--- src/kpi_pkg.sv ---
package kpi_pkg;

  localparam int MaxWaypoints = 32;
  localparam int IdxW = $clog2(MaxWaypoints);
  localparam int CntW = $clog2(MaxWaypoints + 1);

  localparam logic [1:0] StQuery  = 2'd0;
  localparam logic [1:0] StStored = 2'd1;
  localparam logic [1:0] StFull   = 2'd2;
  localparam logic [1:0] StEmpty  = 2'd3;

  typedef enum logic [3:0] {
    S_IDLE,
    S_SCAN_RD,
    S_SCAN_CHK,
    S_RD_A,
    S_RD_B,
    S_COMP,
    S_DIV,
    S_DONE,
    S_OUT
  } state_t;

  typedef struct packed {
    logic start;
    logic busy;
  } div_ctl_t;

endpackage

--- src/kpi_divider.sv ---
// Restoring divider, one quotient bit per cycle: q = n / d (41-bit n, 24-bit d)
module kpi_divider (
  input  logic                 clk,
  input  logic                 rst_n,
  input  logic                 start,
  input  logic [40:0]          num,
  input  logic [23:0]          den,
  output kpi_pkg::div_ctl_t    ctl,
  output logic [40:0]          quo
);
  logic [40:0] q_r, q_nxt;
  logic [24:0] rem_r, rem_nxt;
  logic [5:0]  cnt_r, cnt_nxt;
  logic        busy_r, busy_nxt;
  logic [25:0] trial;

  always_comb begin
    q_nxt = q_r;
    rem_nxt = rem_r;
    cnt_nxt = cnt_r;
    busy_nxt = busy_r;
    trial = '0;
    if (start) begin
      q_nxt = num;
      rem_nxt = '0;
      cnt_nxt = 6'd41;
      busy_nxt = 1'b1;
    end else if (busy_r) begin
      trial = {rem_r, q_r[40]} - {2'b0, den};
      if (!trial[25]) begin
        rem_nxt = trial[24:0];
        q_nxt = {q_r[39:0], 1'b1};
      end else begin
        rem_nxt = {rem_r[23:0], q_r[40]};
        q_nxt = {q_r[39:0], 1'b0};
      end
      cnt_nxt = cnt_r - 6'd1;
      if (cnt_r == 6'd1) busy_nxt = 1'b0;
    end
  end

  always_ff @(posedge clk) begin
    if (!rst_n) begin
      busy_r <= 1'b0;
      cnt_r <= '0;
    end else begin
      busy_r <= busy_nxt;
      cnt_r <= cnt_nxt;
    end
    q_r <= q_nxt;
    rem_r <= rem_nxt;
  end

  assign ctl.start = start;
  assign ctl.busy = busy_r;
  assign quo = q_r;
endmodule

--- config.mk ---
export PLATFORM = sky130hd
export DESIGN_NAME = kpi_divider
export DESIGN_NICKNAME = d
export VERILOG_FILES = /design/src/kpi_pkg.sv /design/src/kpi_divider.sv
export SDC_FILE = /design/constraint.sdc
export NUM_CORES = 1
export LEC_CHECK = 0
export BUFFER_PORTS_ARGS = -buffer_cell sky130_fd_sc_hd__buf_4
export CORE_ASPECT_RATIO = 0.8
export CORE_MARGIN = 3
export CORE_UTILIZATION = 45
export DETAILED_ROUTE_END_ITERATION = 10
export MAX_ROUTING_LAYER = met4
export PLACE_DENSITY_LB_ADDON = 0.2
export SLEW_MARGIN = 20
export SYNTH_ARGS = -nofsm -noshare
export SYNTH_HDL_FRONTEND = slang
export SYNTH_SLANG_ARGS = --single-unit
--- constraint.sdc ---
create_clock -name clk -period 8.2 [get_ports clk]
set_clock_uncertainty 0.15 [all_clocks]
set_input_delay 0.41 -clock clk [delete_from_list [all_inputs] [get_ports clk]]
set_output_delay 0.41 -clock clk [all_outputs]
set_load 0.05 [all_outputs]
==> flow_metrics.env <==
export IMPL_design_die_area_um2=11090
export IMPL_drt_drc_violations_left=0
export IMPL_synth_xor_area_frac=0.05137
export IMPL_cp_required_ns=8.23
export IMPL_synthToLayoutAreaGrowth_pct=28.79
export IMPL_drtPass1Iterations=4
export IMPL_final_seq_area_um2=1872
export IMPL_synth_edf_count=41
export IMPL_worstMarginPinSlew_ns=0.8234
export IMPL_dp_cells=642
export IMPL_cts_hold_fix_buffers=0
export IMPL_synth_area_um2=4433
export IMPL_finalSetupTns_ns=0
export IMPL_post_drt_wl_per_cell_um=15.31
export IMPL_ys_types=58
export IMPL_num_io_pins=111
export IMPL_routed_via_density=5.296
export IMPL_max_freq_ghz=0.3174
export IMPL_core_area_um2=9309
export IMPL_cts_resized_gates=0
export IMPL_worstPathCellList="ha_1 > nand4_1 > or4_1 > o21a_1 > o211ai_4 > buf_16 > nor2_1 > a21oi_1 > a211oi_1"
export IMPL_status="finished clean"
export IMPL_synthFlopType="edfxtp_1"
export IMPL_postSynth_asyncResetShare=0
export IMPL_grt_pass1_wl_um=15930
export IMPL_synth_area_mux_share=0.1152
export IMPL_holdWs_ns=0.1665
export IMPL_setup_violations=0
export IMPL_place_gp_congestion=0.8804
export IMPL_drive_gt1_frac=0.3290
export IMPL_synth_fa_ha_area_frac=0.07790
export IMPL_critPathKind="reg -> reg"
export IMPL_layout_nets=634
export IMPL_start_util=0.4762
export IMPL_layout_min_cycle_time_ns=3.151
export IMPL_maxCapViolations=0
export IMPL_dp_hpwl_um=7201
export IMPL_nFillCells=805
export IMPL_wirelength_um=10090
export IMPL_worst_setup_path_end_kind="flip-flop"
export IMPL_ir_drop_uv=140.3
export IMPL_ant_nets=0
export IMPL_syn_avg_cell_area_um2=10.19
export IMPL_maxSlewViolCount=0
export IMPL_synthCells=435
export IMPL_worst_slack_ns=5.049
export IMPL_slowest_stage="o211ai_4"
export IMPL_grt_antenna_before_repair=0
export IMPL_clk_pin_slew_ns=0.06
export IMPL_grt_overflow_total=0
export IMPL_rsz0062_at_grt="false"
export IMPL_chipWidth_um=117.0
export IMPL_cp_max_fo=26
export IMPL_power_density_nw_per_um2=219.5
export IMPL_critPathLaunchType="flip-flop"
export IMPL_multi_input_area_um2=2331
export IMPL_seq_area_frac_synth=0.4222
export IMPL_yosys_warnings=0
export IMPL_maxSlewHeadroom=0.4490
export IMPL_pre_cts_slack_ns=4.643
export IMPL_finalNonFillerCells=659
export IMPL_power_mw=1.253
export IMPL_ys_ff_latch=73
export IMPL_cp_arrival_ns=3.18
export IMPL_leakagePower_nw=2.504
export IMPL_cts_root_buf="clkbuf_16"
export IMPL_synth_simple_area_share=0.1050
export IMPL_num_rows=31
export IMPL_diodes=0
export IMPL_grtUsageTotal=0.1875
export IMPL_h_tree_depth=3
export IMPL_synth_top_family_by_area="compound AO/OA/AOI/OAI gates"
export IMPL_post_cts_buffers=0
export IMPL_grt_start_max_net_pins=67
export IMPL_fin_crit_sh=0.3843
export IMPL_dpl_cell_area_um2=5315
export IMPL_stdcell_area_um2=5709
export IMPL_drt_first_iter_violations=241
export IMPL_clock_path_buffers=2
export IMPL_hold_violations=0
export IMPL_synth_net_count=530
export IMPL_grt_pass1_vias=3327
export IMPL_die_height_um=94.78
export IMPL_hold_path_class="in -> reg"
export IMPL_clk_latency_ns=0.34
export IMPL_fin_util=0.6133
export IMPL_cts_sinks=73
export IMPL_cts_tree="yes"
export IMPL_numCtsBuffers=9
export IMPL_synth_compound_area_share=0.1764
export IMPL_vias=3490
export IMPL_io_buffer_count=110
export IMPL_slowest_delay_ns=0.55
-- cell type report --
class | count | area share
clock buffer | 10 | 0.04011
clock inverter | 6 | 0.02411
inverter | 34 | 0.02235
multi-input combinational | 308 | 0.4083
sequential | 73 | 0.3279
tap | 115 | 0.02520
timing repair buffer | 113 | 0.1521
-- worst paths after layout --
| kind | startpoint | endpoint | slack [ns] | depth (start not counted) |
|---|---|---|---|---|
| setup reg to reg | rem_r[19] | rem_r[13] | 5.05 | 9 |
| hold reg to reg | rem_r[12] | rem_r[12] | 0.33 | 2 |
| hold / removal | rst_n | cnt_r[3] | 0.17 | 2 |
| setup / recovery | rem_r[19] | rem_r[13] | 5.05 | 9 |
-- critical path: cells and delay by family, from the launching register on --
kind	cells	cell delay [ns]
simple gates	3	0.78
flops	1	0.34
buf+inv	1	0.24
compound gates	4	1.02
fa+ha+maj	1	0.44
-- sequential cells by signal (all words and copies together) (netlist names) --
name    count
rem_r      25
quo        41
busy_r      1
cnt_r       6
-- synthesized netlist by cell type (all sizes together), types with 2 or more instances --
| master | n | area share |
|---|---|---|
| and3 | 2 | 0.0028 |
| or2 | 2 | 0.0028 |
| nor2b | 8 | 0.013 |
| dfxtp | 32 | 0.14 |
| clkbuf | 8 | 0.0068 |
| nor3 | 4 | 0.0045 |
| xnor2 | 15 | 0.030 |
| ha | 26 | 0.073 |
| o21bai | 3 | 0.0051 |
| o211ai | 5 | 0.013 |
| nand4 | 5 | 0.0071 |
| o21a | 5 | 0.0085 |
| inv | 34 | 0.029 |
| o31ai | 2 | 0.0045 |
| edfxtp | 41 | 0.28 |
| buf | 12 | 0.016 |
| nand2 | 19 | 0.016 |
| nand3 | 3 | 0.0034 |
| a32oi | 2 | 0.0040 |
| o21ai | 23 | 0.029 |
| xor2 | 11 | 0.022 |
| a31oi | 3 | 0.0042 |
| a22oi | 2 | 0.0034 |
| nand2b | 8 | 0.011 |
| mux2 | 40 | 0.10 |
| a21oi | 31 | 0.035 |
| a211oi | 20 | 0.035 |
| a21o | 6 | 0.010 |
| a22o | 2 | 0.0040 |
| nor3b | 2 | 0.0034 |
| nor2 | 39 | 0.033 |
| mux2i | 6 | 0.014 |
-- cell families after synthesis --
| kind of cell | count (synthesis) |
|---|---|
| and+or+nand+nor | 96 |
| xor gates and xnor gates | 26 |
| AOI/OAI and AO/OA | 113 |
| adders and majority gates | 27 |
| muxes | 46 |
| buffers and inverters | 54 |
| DFF | 73 |
-- power breakdown --
| part | internal (mW) | total [mW] | switching [mW] |
|---|---|---|---|
| Clock | 0.330 | 0.487 | 0.157 |
| Combinational | 0.127 | 0.318 | 0.191 |
| Sequential | 0.426 | 0.448 | 0.0216 |
| Total | 0.884 | 1.25 | 0.369 |
-- layer usage --
metal | routed length, um | global-route usage
met3 | 423 | 0.04356
met4 | 197 | 0.06781
met1 | 4815 | 0.2543
met5 | 0 | -
met2 | 4650 | 0.2741
-- placed cells by master, fill, tap and decap left out, types with 5 or more instances in the layout --
| master | count |
|---|---|
| buf_4 | 112 |
| edfxtp_1 | 41 |
| mux2_2 | 40 |
| nor2_1 | 39 |
| inv_1 | 33 |
| dfxtp_1 | 32 |
| a21oi_1 | 31 |
| ha_1 | 26 |
| nand2_1 | 19 |
| a211oi_1 | 19 |
| xnor2_1 | 15 |
| o21ai_1 | 13 |
| xor2_1 | 11 |
| o21ai_0 | 9 |
| clkbuf_16 | 9 |
| nand2b_1 | 8 |
| nor2b_1 | 7 |
| a21o_1 | 6 |
| mux2i_1 | 6 |
| nand4_1 | 5 |
| o21a_1 | 5 |
No activity file was read; power rests on OpenSTA's default activity.
